==> config.mk <==
export PLATFORM = sky130hd
export DESIGN_NAME = rpn_stack_evaluator
export DESIGN_NICKNAME = d
export VERILOG_FILES = /design/src/rtl/rpn_pkg.sv /design/src/rtl/rpn_div.sv /design/src/rtl/rpn_dp.sv /design/src/rtl/rpn_ctrl.sv /design/src/rtl/rpn_stack_evaluator.sv
export SDC_FILE = /design/constraint.sdc
export NUM_CORES = 2
export LEC_CHECK = 0
export BUFFER_PORTS_ARGS = -buffer_cell sky130_fd_sc_hd__buf_2
export CELL_PAD_IN_SITES_DETAIL_PLACEMENT = 1
export CELL_PAD_IN_SITES_GLOBAL_PLACEMENT = 2
export CORE_UTILIZATION = 35
export DETAILED_ROUTE_END_ITERATION = 10
export PLACE_DENSITY = 0.76
export REMOVE_ABC_BUFFERS = 1
export SETUP_SLACK_MARGIN = 0.2
export SLEW_MARGIN = 30
export SYNTH_ARGS = -nofsm -noshare
export SYNTH_HDL_FRONTEND = slang
export SYNTH_SLANG_ARGS = --single-unit
export TNS_END_PERCENT = 10
==> constraint.sdc <==
create_clock -name clk -period 18.97 [get_ports clk]
set_clock_uncertainty 0.2 [all_clocks]
set_input_delay 1.897 -clock clk [delete_from_list [all_inputs] [get_ports clk]]
set_output_delay 1.897 -clock clk [all_outputs]
set_load 0.02 [all_outputs]
==> src/rtl/rpn_pkg.sv <==
package rpn_pkg;

    // Fixed field widths.
    localparam int DATA_W  = 32;
    localparam int TOKEN_W = 8;
    localparam int ERR_W   = 3;

    // Default stack depth handed to the top level.
    localparam int DEF_STACK_DEPTH = 16;

    // ASCII codes of the recognized characters.
    localparam logic [TOKEN_W-1:0] TOK_ZERO  = 8'h30;
    localparam logic [TOKEN_W-1:0] TOK_NINE  = 8'h39;
    localparam logic [TOKEN_W-1:0] TOK_PLUS  = 8'h2B;
    localparam logic [TOKEN_W-1:0] TOK_MINUS = 8'h2D;
    localparam logic [TOKEN_W-1:0] TOK_STAR  = 8'h2A;
    localparam logic [TOKEN_W-1:0] TOK_SLASH = 8'h2F;

    // Error codes reported with each result.
    typedef enum logic [ERR_W-1:0] {
        ERR_NONE      = 3'd0,
        ERR_UNDERFLOW = 3'd1,
        ERR_DIVZERO   = 3'd2,
        ERR_OVERFLOW  = 3'd3,
        ERR_LEFTOVER  = 3'd4
    } err_t;

    // Controller states.
    typedef enum logic [2:0] {
        ST_IDLE,
        ST_DECODE,
        ST_READ,
        ST_DIV,
        ST_WB,
        ST_FINISH
    } state_t;

    // Commands from the controller to the datapath.
    typedef struct packed {
        logic capture;
        logic push;
        logic flag_en;
        err_t flag_code;
        logic rd_issue;
        logic alu_load;
        logic div_start;
        logic div_load;
        logic pop;
        logic emit;
    } cmd_t;

    // Status from the datapath to the controller.
    typedef struct packed {
        logic is_digit;
        logic is_op;
        logic is_div;
        logic err_set;
        logic full;
        logic lt2;
        logic newer_zero;
        logic div_done;
        logic out_free;
    } sts_t;

endpackage

==> src/rtl/rpn_div.sv <==
module rpn_div
(
    input  logic                               clk,
    input  logic                               rst_n,
    input  logic                               start,
    input  logic signed [rpn_pkg::DATA_W-1:0]  dividend,
    input  logic signed [rpn_pkg::DATA_W-1:0]  divisor,
    output logic                               done,
    output logic signed [rpn_pkg::DATA_W-1:0]  quotient
);

    localparam int W     = rpn_pkg::DATA_W;
    localparam int CNT_W = $clog2(W + 1);

    logic             busy_reg;
    logic             busy_next;
    logic             done_reg;
    logic             done_next;
    logic [CNT_W-1:0] cnt_reg;
    logic [CNT_W-1:0] cnt_next;
    logic [W-1:0]     rem_reg;
    logic [W-1:0]     rem_next;
    logic [W-1:0]     quo_reg;
    logic [W-1:0]     quo_next;
    logic [W-1:0]     den_reg;
    logic [W-1:0]     den_next;
    logic             neg_reg;
    logic             neg_next;

    logic [W:0]       shifted;
    logic [W:0]       trial;
    logic [W-1:0]     dividend_mag;
    logic [W-1:0]     divisor_mag;

    // Magnitudes of the operands; the most negative value maps to 2^(W-1).
    assign dividend_mag = dividend[W-1] ? (~dividend + W'(1)) : dividend;
    assign divisor_mag  = divisor[W-1]  ? (~divisor + W'(1))  : divisor;

    // One restoring step: bring down the next dividend bit and try a subtract.
    assign shifted = {rem_reg, quo_reg[W-1]};
    assign trial   = shifted - {1'b0, den_reg};

    always_comb
    begin
        busy_next = busy_reg;
        done_next = 1'b0;
        cnt_next  = cnt_reg;
        rem_next  = rem_reg;
        quo_next  = quo_reg;
        den_next  = den_reg;
        neg_next  = neg_reg;
        if (start)
        begin
            busy_next = 1'b1;
            cnt_next  = '0;
            rem_next  = '0;
            quo_next  = dividend_mag;
            den_next  = divisor_mag;
            neg_next  = dividend[W-1] ^ divisor[W-1];
        end
        else if (busy_reg)
        begin
            if (!trial[W])
            begin
                rem_next = trial[W-1:0];
                quo_next = {quo_reg[W-2:0], 1'b1};
            end
            else
            begin
                rem_next = shifted[W-1:0];
                quo_next = {quo_reg[W-2:0], 1'b0};
            end
            cnt_next = cnt_reg + CNT_W'(1);
            if (cnt_reg == CNT_W'(W - 1))
            begin
                busy_next = 1'b0;
                done_next = 1'b1;
            end
        end
    end

    // Control flops.
    always_ff @(posedge clk or negedge rst_n)
    begin
        if (!rst_n)
        begin
            busy_reg <= 1'b0;
            done_reg <= 1'b0;
            cnt_reg  <= '0;
        end
        else
        begin
            busy_reg <= busy_next;
            done_reg <= done_next;
            cnt_reg  <= cnt_next;
        end
    end

    // Working registers.
    always_ff @(posedge clk)
    begin
        rem_reg <= rem_next;
        quo_reg <= quo_next;
        den_reg <= den_next;
        neg_reg <= neg_next;
    end

    // Apply the sign; a magnitude of 2^(W-1) with a positive sign wraps.
    assign done     = done_reg;
    assign quotient = neg_reg ? signed'(~quo_reg + W'(1)) : signed'(quo_reg);

endmodule

==> src/rtl/rpn_dp.sv <==
module rpn_dp
#(
    parameter int STACK_DEPTH = rpn_pkg::DEF_STACK_DEPTH
)
(
    input  logic                               clk,
    input  logic                               rst_n,
    input  rpn_pkg::cmd_t                      cmd,
    output rpn_pkg::sts_t                      sts,
    input  logic [rpn_pkg::TOKEN_W-1:0]        token,
    input  logic                               end_of_expr,
    output logic                               out_valid,
    input  logic                               out_stall,
    output logic signed [rpn_pkg::DATA_W-1:0]  top_value,
    output logic [rpn_pkg::ERR_W-1:0]          error_code,
    output logic                               last
);

    localparam int W      = rpn_pkg::DATA_W;
    localparam int TW     = rpn_pkg::TOKEN_W;
    localparam int CNT_W  = $clog2(STACK_DEPTH + 1);
    localparam int ADDR_W = (STACK_DEPTH > 1) ? $clog2(STACK_DEPTH) : 1;

    // The top of stack lives in top_reg; deeper entries live in the memory.
    logic [W-1:0]       mem [STACK_DEPTH];
    logic [W-1:0]       rd_data_reg;
    logic [W-1:0]       top_reg;
    logic [W-1:0]       res_reg;
    logic [TW-1:0]      token_reg;
    logic               end_reg;
    logic [CNT_W-1:0]   count_reg;
    logic [CNT_W-1:0]   count_next;
    rpn_pkg::err_t      err_reg;
    rpn_pkg::err_t      err_next;
    logic               out_valid_reg;
    logic               out_valid_next;
    logic [W-1:0]       out_top_reg;
    rpn_pkg::err_t      out_err_reg;
    logic               out_last_reg;

    logic [CNT_W-1:0]   count_m1;
    logic [CNT_W-1:0]   count_m2;
    logic               is_digit;
    logic               is_op;
    logic [W-1:0]       digit_value;
    logic [W-1:0]       alu_result;
    logic               div_done;
    logic signed [W-1:0] div_quotient;
    rpn_pkg::err_t      err_final;
    logic [W-1:0]       top_shown;

    assign count_m1 = count_reg - CNT_W'(1);
    assign count_m2 = count_reg - CNT_W'(2);

    // Token classification.
    assign is_digit = (token_reg >= rpn_pkg::TOK_ZERO) && (token_reg <= rpn_pkg::TOK_NINE);
    assign is_op    = (token_reg == rpn_pkg::TOK_PLUS) || (token_reg == rpn_pkg::TOK_MINUS)
                   || (token_reg == rpn_pkg::TOK_STAR) || (token_reg == rpn_pkg::TOK_SLASH);
    assign digit_value = {{(W - TW){1'b0}}, token_reg - rpn_pkg::TOK_ZERO};

    // Add, subtract and multiply on older (memory) and newer (top) operands.
    always_comb
    begin
        priority case (1'b1)
            (token_reg == rpn_pkg::TOK_PLUS):  alu_result = rd_data_reg + top_reg;
            (token_reg == rpn_pkg::TOK_MINUS): alu_result = rd_data_reg - top_reg;
            default:                           alu_result = rd_data_reg * top_reg;
        endcase
    end

    rpn_div u_div
    (
        .clk      (clk),
        .rst_n    (rst_n),
        .start    (cmd.div_start),
        .dividend (signed'(rd_data_reg)),
        .divisor  (signed'(top_reg)),
        .done     (div_done),
        .quotient (div_quotient)
    );

    // Status back to the controller.
    always_comb
    begin
        sts.is_digit   = is_digit;
        sts.is_op      = is_op;
        sts.is_div     = (token_reg == rpn_pkg::TOK_SLASH);
        sts.err_set    = (err_reg != rpn_pkg::ERR_NONE);
        sts.full       = (count_reg >= CNT_W'(STACK_DEPTH));
        sts.lt2        = (count_reg < CNT_W'(2));
        sts.newer_zero = (top_reg == '0);
        sts.div_done   = div_done;
        sts.out_free   = !out_valid_reg || !out_stall;
    end

    // Final error of this item, with the leftover check at the end of an expression.
    assign err_final = (end_reg && (err_reg == rpn_pkg::ERR_NONE) && (count_reg != CNT_W'(1)))
                     ? rpn_pkg::ERR_LEFTOVER : err_reg;
    assign top_shown = (count_reg == '0) ? '0 : top_reg;

    // Stack count and sticky error.
    always_comb
    begin
        count_next = count_reg;
        err_next   = err_reg;
        if (cmd.push)
        begin
            count_next = count_reg + CNT_W'(1);
        end
        if (cmd.pop)
        begin
            count_next = count_m1;
        end
        if (cmd.flag_en)
        begin
            err_next = cmd.flag_code;
        end
        if (cmd.emit && end_reg)
        begin
            count_next = '0;
            err_next   = rpn_pkg::ERR_NONE;
        end
    end

    // Output register valid: set on a new result, cleared when taken.
    always_comb
    begin
        out_valid_next = out_valid_reg;
        if (out_valid_reg && !out_stall)
        begin
            out_valid_next = 1'b0;
        end
        if (cmd.emit)
        begin
            out_valid_next = 1'b1;
        end
    end

    always_ff @(posedge clk or negedge rst_n)
    begin
        if (!rst_n)
        begin
            count_reg     <= '0;
            err_reg       <= rpn_pkg::ERR_NONE;
            out_valid_reg <= 1'b0;
        end
        else
        begin
            count_reg     <= count_next;
            err_reg       <= err_next;
            out_valid_reg <= out_valid_next;
        end
    end

    // Stack memory: one write port, one registered read port.
    always_ff @(posedge clk)
    begin
        if (cmd.push && (count_reg != '0))
        begin
            mem[count_m1[ADDR_W-1:0]] <= top_reg;
        end
        if (cmd.rd_issue)
        begin
            rd_data_reg <= mem[count_m2[ADDR_W-1:0]];
        end
    end

    // Payload registers.
    always_ff @(posedge clk)
    begin
        if (cmd.capture)
        begin
            token_reg <= token;
            end_reg   <= end_of_expr;
        end
        if (cmd.push)
        begin
            top_reg <= digit_value;
        end
        else if (cmd.pop)
        begin
            top_reg <= res_reg;
        end
        if (cmd.alu_load)
        begin
            res_reg <= alu_result;
        end
        else if (cmd.div_load)
        begin
            res_reg <= div_quotient;
        end
        if (cmd.emit)
        begin
            out_top_reg  <= top_shown;
            out_err_reg  <= err_final;
            out_last_reg <= end_reg;
        end
    end

    assign out_valid  = out_valid_reg;
    assign top_value  = signed'(out_top_reg);
    assign error_code = out_err_reg;
    assign last       = out_last_reg;

endmodule

==> src/rtl/rpn_ctrl.sv <==
module rpn_ctrl
(
    input  logic          clk,
    input  logic          rst_n,
    input  logic          in_valid,
    output logic          in_stall,
    input  rpn_pkg::sts_t sts,
    output rpn_pkg::cmd_t cmd
);

    rpn_pkg::state_t state_reg;
    rpn_pkg::state_t state_next;

    always_ff @(posedge clk or negedge rst_n)
    begin
        if (!rst_n)
        begin
            state_reg <= rpn_pkg::ST_IDLE;
        end
        else
        begin
            state_reg <= state_next;
        end
    end

    // Next state.
    always_comb
    begin
        state_next = state_reg;
        unique case (state_reg)
            rpn_pkg::ST_IDLE:
            begin
                if (in_valid)
                begin
                    state_next = rpn_pkg::ST_DECODE;
                end
            end
            rpn_pkg::ST_DECODE:
            begin
                if (!sts.err_set && sts.is_op && !sts.lt2 && !(sts.is_div && sts.newer_zero))
                begin
                    state_next = rpn_pkg::ST_READ;
                end
                else
                begin
                    state_next = rpn_pkg::ST_FINISH;
                end
            end
            rpn_pkg::ST_READ:
            begin
                state_next = sts.is_div ? rpn_pkg::ST_DIV : rpn_pkg::ST_WB;
            end
            rpn_pkg::ST_DIV:
            begin
                if (sts.div_done)
                begin
                    state_next = rpn_pkg::ST_WB;
                end
            end
            rpn_pkg::ST_WB:
            begin
                state_next = rpn_pkg::ST_FINISH;
            end
            rpn_pkg::ST_FINISH:
            begin
                if (sts.out_free)
                begin
                    state_next = rpn_pkg::ST_IDLE;
                end
            end
            default:
            begin
                state_next = rpn_pkg::ST_IDLE;
            end
        endcase
    end

    // Commands to the datapath.
    always_comb
    begin
        cmd           = '0;
        cmd.flag_code = rpn_pkg::ERR_NONE;
        in_stall      = (state_reg != rpn_pkg::ST_IDLE);
        unique case (state_reg)
            rpn_pkg::ST_IDLE:
            begin
                cmd.capture = in_valid;
            end
            rpn_pkg::ST_DECODE:
            begin
                if (!sts.err_set)
                begin
                    priority if (sts.is_digit)
                    begin
                        if (sts.full)
                        begin
                            cmd.flag_en   = 1'b1;
                            cmd.flag_code = rpn_pkg::ERR_OVERFLOW;
                        end
                        else
                        begin
                            cmd.push = 1'b1;
                        end
                    end
                    else if (sts.is_op)
                    begin
                        priority if (sts.lt2)
                        begin
                            cmd.flag_en   = 1'b1;
                            cmd.flag_code = rpn_pkg::ERR_UNDERFLOW;
                        end
                        else if (sts.is_div && sts.newer_zero)
                        begin
                            cmd.flag_en   = 1'b1;
                            cmd.flag_code = rpn_pkg::ERR_DIVZERO;
                        end
                        else
                        begin
                            cmd.rd_issue = 1'b1;
                        end
                    end
                    else
                    begin
                        cmd.push = 1'b0;
                    end
                end
            end
            rpn_pkg::ST_READ:
            begin
                cmd.div_start = sts.is_div;
                cmd.alu_load  = !sts.is_div;
            end
            rpn_pkg::ST_DIV:
            begin
                cmd.div_load = sts.div_done;
            end
            rpn_pkg::ST_WB:
            begin
                cmd.pop = 1'b1;
            end
            rpn_pkg::ST_FINISH:
            begin
                cmd.emit = sts.out_free;
            end
            default:
            begin
                cmd.emit = 1'b0;
            end
        endcase
    end

endmodule

==> src/rtl/rpn_stack_evaluator.sv <==
// Reverse Polish evaluator on a bounded stack of signed 32-bit values.
// Input channel: token and end_of_expr, taken when in_valid is high and
// in_stall is low. Digits push, + - * / combine the two top values, other
// characters only report. Output channel: top_value, error_code and last,
// taken when out_valid is high and out_stall is low; one result per item.
// One item is worked on at a time. A digit, an ignored character or a flagged
// item passes DECODE and FINISH; a valid + - * passes DECODE, READ, WB and
// FINISH, and / adds DIV, where the divider makes one quotient bit per cycle.
// The next item is accepted once the controller is back in IDLE. The stack
// keeps its top in a register and the rest in a memory with one write port
// and one registered read port, so an operator reads the older operand in
// READ. The result sits in an output register, so the next item is accepted
// while it waits; a stalled receiver holds the block in its final state
// until the register is free. Reset clears the stack count, the sticky
// error, the output valid flag and the controller state; stack contents need no clearing.
module rpn_stack_evaluator
#(
    parameter int STACK_DEPTH = rpn_pkg::DEF_STACK_DEPTH
)
(
    input  logic                               clk,
    input  logic                               rst_n,
    input  logic                               in_valid,
    output logic                               in_stall,
    input  logic [rpn_pkg::TOKEN_W-1:0]        token,
    input  logic                               end_of_expr,
    output logic                               out_valid,
    input  logic                               out_stall,
    output logic signed [rpn_pkg::DATA_W-1:0]  top_value,
    output logic [rpn_pkg::ERR_W-1:0]          error_code,
    output logic                               last
);

    rpn_pkg::cmd_t cmd;
    rpn_pkg::sts_t sts;

    rpn_ctrl u_ctrl
    (
        .clk      (clk),
        .rst_n    (rst_n),
        .in_valid (in_valid),
        .in_stall (in_stall),
        .sts      (sts),
        .cmd      (cmd)
    );

    rpn_dp
    #(
        .STACK_DEPTH (STACK_DEPTH)
    )
    u_dp
    (
        .clk         (clk),
        .rst_n       (rst_n),
        .cmd         (cmd),
        .sts         (sts),
        .token       (token),
        .end_of_expr (end_of_expr),
        .out_valid   (out_valid),
        .out_stall   (out_stall),
        .top_value   (top_value),
        .error_code  (error_code),
        .last        (last)
    );

endmodule
==> Word level (Yosys, flattened, before mapping) <==
Memory sizes are Yosys's and may differ from the RTL's. A register that Yosys moved wholly into a read port is not among the register bits.
Index checks and enable logic that the tools add are counted.
W data, S select, Z words.
{ "classes": {"n_reduce_logical": 34, "order_cmp": 4, "mul": 1, "add_sub_neg": 11, "eq_ne": 14, "muxes": 52, "bitwise_logic": 4} }
{ "op_table": {"columns": ["cell", "n"], "rows": [
  ["$mux W32", 9],
  ["$not A32 Y32", 3],
  ["$add A32 B2 Y32 const B", 2],
  ["$sub A33 B32 Y33", 1],
  ["$add A32 B1 Y32 const B", 1],
  ["$add A32 B32 Y32", 1],
  ["$eq A8 B6 Y1 const B", 4],
  ["$logic_not A32 Y1", 1],
  ["$mul A32 B32 Y32", 1],
  ["$sub A32 B32 Y32", 1],
  ["$mux W31", 1],
  ["$mux W5", 5],
  ["$mux W6", 4],
  ["$mux W3", 7],
  ["$mux W1", 19],
  ["$pmux W3 S6", 1],
  ["$mux W8", 2],
  ["$mux W4", 3],
  ["$logic_and A1 B1 Y1", 10],
  ["$reduce_bool A2 Y1", 5],
  ["$reduce_bool A3 Y1", 3],
  ["$ge A8 B6 Y1 const B", 1],
  ["$le A8 B6 Y1 const B", 1],
  ["$sub A8 B6 Y8 const B", 1],
  ["other kinds (21)", 33]
]} }
{ "totals": {"reg_bits": 226, "ramBits": 512, "input_bits": 13, "n_memories": 1, "elab_cells": 141} }
{ "mem_list": {"columns": ["name", "words", "word_bits", "rd", "rd_ports_with_merged_regs", "wr", "line", "text"], "rows": [
  ["u_dp.mem", 16, 32, 1, 1, 1, "rpn_dp.sv:25", "logic [W-1:0] mem [STACK_DEPTH];"]
]} }

==> Logic depth before layout (Yosys ltp) <==
{ "depth": {"word_depth": 11, "ltp_mapped": 29, "depth_no_buf": 27} }

==> Modules after synthesis <==
From an unflattened synthesis, not the netlist that was laid out.
{ "hier_totals": {"cells_unflattened": 4325, "area_unflattened_um2": 52395.3} }
{ "by_module_without_submodules": {"columns": ["module", "seq_area_each_um2", "instances", "area_per_inst_um2", "cells_each"], "rows": [
  ["rpn_dp", 19593.8, 1, 44432.6, 3433],
  ["rpn_div", 2792.7, 1, 7592.3, 840],
  ["rpn_ctrl", 75.1, 1, 370.4, 52]
]} }

==> Least setup slack after synthesis <==
Ideal clock, no wire load.
{ "synth_timing": {"kind": "reg-to-reg", "startpoint": "register u_dp.top_reg[2]", "endpoint": "register u_dp.res_reg[31], data pin", "arrival_time_ns": 7.215, "slack_ns": 11.290, "period_less_slack_ns": 7.680, "setup_time_ns": 0.266, "required_time_ns": 18.504, "n_path_buf": 2, "stages_incl_launch_ff": 27, "cell_sequence": "edfxtp_1 -> clkbuf_1 -> clkbuf_1 -> and2_1 -> fa_1 -> inv_1 -> fa_1 -> fa_1 -> fa_1 -> inv_1 -> fa_1 -> inv_1 -> fa_1 -> inv_1 -> fa_1 -> fa_1 -> ha_1 -> a21oi_1 -> nand2_1 -> a211oi_1 -> a31oi_1 -> o41ai_1 -> o21ai_0 -> a21o_1 -> a21oi_1 -> xnor2_1 -> a211oi_1"} }
{ "synth_between": {"elab_chain_cells": 4, "word_cells_on_any_way": 6, "classes_between": "add/sub: 2; mul: 1; mux: 3"} }
{ "synth_rtl": {"columns": ["item", "line", "text"], "rows": [
  ["start, declared", "rpn_dp.sv:27", "logic [W-1:0] top_reg;"],
  ["start signal, assigned", "rpn_dp.sv:178", "top_reg <= digit_value;"],
  ["start signal, assigned", "rpn_dp.sv:182", "top_reg <= res_reg;"],
  ["$mul A32 B32 Y32 / $sub A32 B32 Y32 (equally long branches)", "rpn_dp.sv:67, rpn_dp.sv:66", null],
  ["$mux W32", "rpn_dp.sv:64", "priority case (1'b1)"],
  ["$mux W32 (*)", "rpn_dp.sv:64", null],
  ["$mux W32 (*)", "rpn_dp.sv:184", "if (cmd.alu_load)"],
  ["end signal, assigned", "rpn_dp.sv:186", "res_reg <= alu_result;"],
  ["end signal, assigned", "rpn_dp.sv:190", "res_reg <= div_quotient;"],
  ["end, declared", "rpn_dp.sv:28", "logic [W-1:0] res_reg;"]
]} }
Mark *: on every way between the ends. The rest lies on a longest branch, timed or not.
A chain may end at the register's enable or synchronous reset.

==> Worst setup path after layout <==
{ "layout_timing": {"startpoint": "register u_dp.top_reg[3]", "endpoint": "register u_dp.res_reg[30], data pin"} }
Same word-level chain as after synthesis.

==> flow_summary.yaml <==
global_route:
  grt.total_usage_pct: 22.8
  grt_max_degree: 91
  antenna_found_initial: 4
  grt_pass1_wl_mm: 249
  grt_overflow: 0
  grt_pass1_vias: 36998
clock_network:
  cts_resized: 0
  clk_pin_slew_ps: 60
  cts_tree: "yes"
  post_cts.repair.setup_buffers: 0
  numCtsBuffers: 87
  clk_latency_ps: 740
  clockBufferDepth: 3
  numClockSinks: 769
  clockRootBuffer: "clkbuf_16"
  ctsHoldBuffers: 0
  cts.htree.levels: 3
setup_path:
  cp-start-kind: "flop"
  critPathMostFrequentCell: "fa_1"
  critPathCapture: "u_dp.res_reg[30]$_DFFE_PP_"
  r2r_cells: 26
  max_stage_delay_ps: 1010
  critPathSlowestCell: "edfxtp_1"
  crit_arrival_ps: 9010
  crit_required_ps: 19280
  r2r_start: "u_dp.top_reg[3]$_DFFE_PP_"
  rrSetupSlack_ps: 10260
  cp-startpoint: "u_dp.top_reg[3]$_DFFE_PP_"
  path_max_fanout: 28
  worstReg2RegEnd: "u_dp.res_reg[30]$_DFFE_PP_"
  critPathKind: "flop to flop"
  cp-end-kind: "flop"
route:
  drtIter0Drc: 2598
  wl_per_cell_um: 26.6
  postRouteAntennaNets: 0
  post_drt_via_cell_ratio: 5.50
  drc: 0
  drt_wl_total_mm: 168
  vias: 34606
  drt_pass1_iterations: 6
synth:
  synth_warnings: 0
  ys_types: 77
  syn_area_sq_mm: 0.0516
  post-synth-top-area-cell: "edfxtp_1"
  synth-main-ff-cell: "edfxtp_1"
  synth-async-reset-ratio_pct: 2.47
  synth_edf_count: 694
  ys_ff_latch: 769
  syn_area_per_cell_sq_um: 12.0
  syn_inst: 4300
  yosysTopAreaCellShare_pct: 40.4
  yosys-top-cells-area: "edfxtp_1, fa_1, mux4_2"
  seq_area_frac_synth_pct: 43.5
timing:
  tns_ps: 0
  period_needed_ps: 8710
  fmax_mhz: 115
  tightest_slew_ps: 1010
  period_share_pct: 45.9
  relSlewSlack_pct: 32.8
  grt_setup_unrepaired: "no"
  finalSetupViolations: 0
  hold_viol: 0
  maxSlewViolCount: 0
cells_and_area:
  diodes: 0
  largest_reg_flops: 512
  nets: 4964
  drive_above_1_share_pct: 11.8
  area_growth_pct: 10.9
floorplan:
  core_area_sq_mm: 0.146
  start_util_pct: 35.3
  die_w_um: 386
  fp.dieH_um: 386
  row_count: 140
  die_area_sq_mm: 0.149
  ioPinCount: 51
placed_design:
  port_buffers: 50
  place_congestion: 0.882
  dpl.hpwl_mm: 110
min_path:
  hp-class: "flop to flop"
outcome:
  outcome: "completed"
job:
  cap_violations: 0
==> worst max-delay path, delay by kind of cell, from the launching register on <==
kind / cells / cell delay, ps
adder cells (fa/ha/maj): 9 / 3410
AND/OR/NAND/NOR: 5 / 960
buffers and inverters: 5 / 790
AO/OA/AOI/OAI: 7 / 2170
flip-flops: 1 / 1010
==> final cells by class <==
cell class,instances,area [sq um]
fill,15486,88700
clock buffer,109,2290
sequential,769,22500
inverter,495,1860
tap,1917,2400
timing repair buffer,161,1130
clock inverter,48,571
multi-input combinational,2794,26500
==> worst min path at each step <==
stage                                              startpoint  slack, ps  cells after the start                                  end
after floorplan           u_dp.u_div.rem_reg[13]$_SDFFE_PP0P_        250                      2  u_dp.u_div.rem_reg[13]$_SDFFE_PP0P_
after global routing               u_dp.res_reg[21]$_DFFE_PP_        320                      2        u_dp.top_reg[21]$_SDFFE_PP0P_
final                     u_dp.u_div.rem_reg[13]$_SDFFE_PP0P_        290                      2  u_dp.u_div.rem_reg[13]$_SDFFE_PP0P_
after detailed placement  u_dp.u_div.rem_reg[13]$_SDFFE_PP0P_        290                      2  u_dp.u_div.rem_reg[13]$_SDFFE_PP0P_
after global placement    u_dp.u_div.rem_reg[13]$_SDFFE_PP0P_        270                      2  u_dp.u_div.rem_reg[13]$_SDFFE_PP0P_
after CTS                 u_dp.u_div.rem_reg[13]$_SDFFE_PP0P_        290                      2  u_dp.u_div.rem_reg[13]$_SDFFE_PP0P_
==> per-layer routing <==
layer	part of all wire [%]	vias up	GRT usage [%]	wire length [um]
li1	-	14826	-	-
met1	44	18410	31.5	74200
met2	46	1156	36.7	77800
met3	6.8	214	4.05	11400
met4	2.5	0	5.94	4120
met5	0	-	0	0
==> cells in the mapped netlist, types with 7 or more instances <==
cell and n:
nand2_1 402, nand4_1 15, a31oi_1 17, and2_1 261, and3_1 26, o221ai_1 9
o211ai_1 15, a211oi_1 26, ha_1 232, o21bai_1 15, o21a_1 16, edfxtp_1 694
o21ai_0 173, o22ai_1 22, dfrtp_1 19, o31ai_1 32, clkbuf_1 221, nand3_1 21
a221o_1 7, a22oi_1 11, dfxtp_1 56, a21o_1 37, o41ai_1 15, a221oi_1 11
or3_1 28, mux2i_1 12, buf_1 19, fa_1 411, nor2b_1 19, xor2_1 92
a21oi_1 181, o31a_1 7, nor2_1 225, inv_1 493, or4_1 9, xnor2_1 140
mux4_2 160, nor3_1 25, nand2b_1 29
==> logic make-up after synthesis <==
group / synth area share (%)
and+or+nand+nor: 10.3
muxes: 7.35
buffers and inverters: 5.37
adders and majority gates: 21.6
xor gates and xnor gates: 3.94
AOI/OAI and AO/OA: 7.88
DFF: 43.5
==> layout by cell type, fill, tap and decap left out, types with 160 or more instances in the layout <==
| master | synthesis | final |
|---|---|---|
| edfxtp_1 | 694 | 694 |
| inv_1 | 493 | 492 |
| fa_1 | 411 | 411 |
| nand2_1 | 402 | 402 |
| and2_1 | 261 | 261 |
| ha_1 | 232 | 231 |
| nor2_1 | 225 | 221 |
| a21oi_1 | 181 | 180 |
| o21ai_0 | 173 | 173 |
| mux4_2 | 160 | 160 |
==> stage by stage <==
stage               hold WS, ps  std cells  util [%]  worst slack [ps]  area [sq um]
CTS                         292       6293      39.2             10360         57200
finish                      285       6293      39.2             10260         57200
floorplan                   254       4058         -             10410         50600
detailed placement          285       6136      37.2             10390         54300
global route                322       6293      39.2              9940         57200
global placement            274       6134      37.2             10410         54300
Power is not shown: default switching activity piles up to over one toggle a cycle in this logic, so the estimate is an artifact.
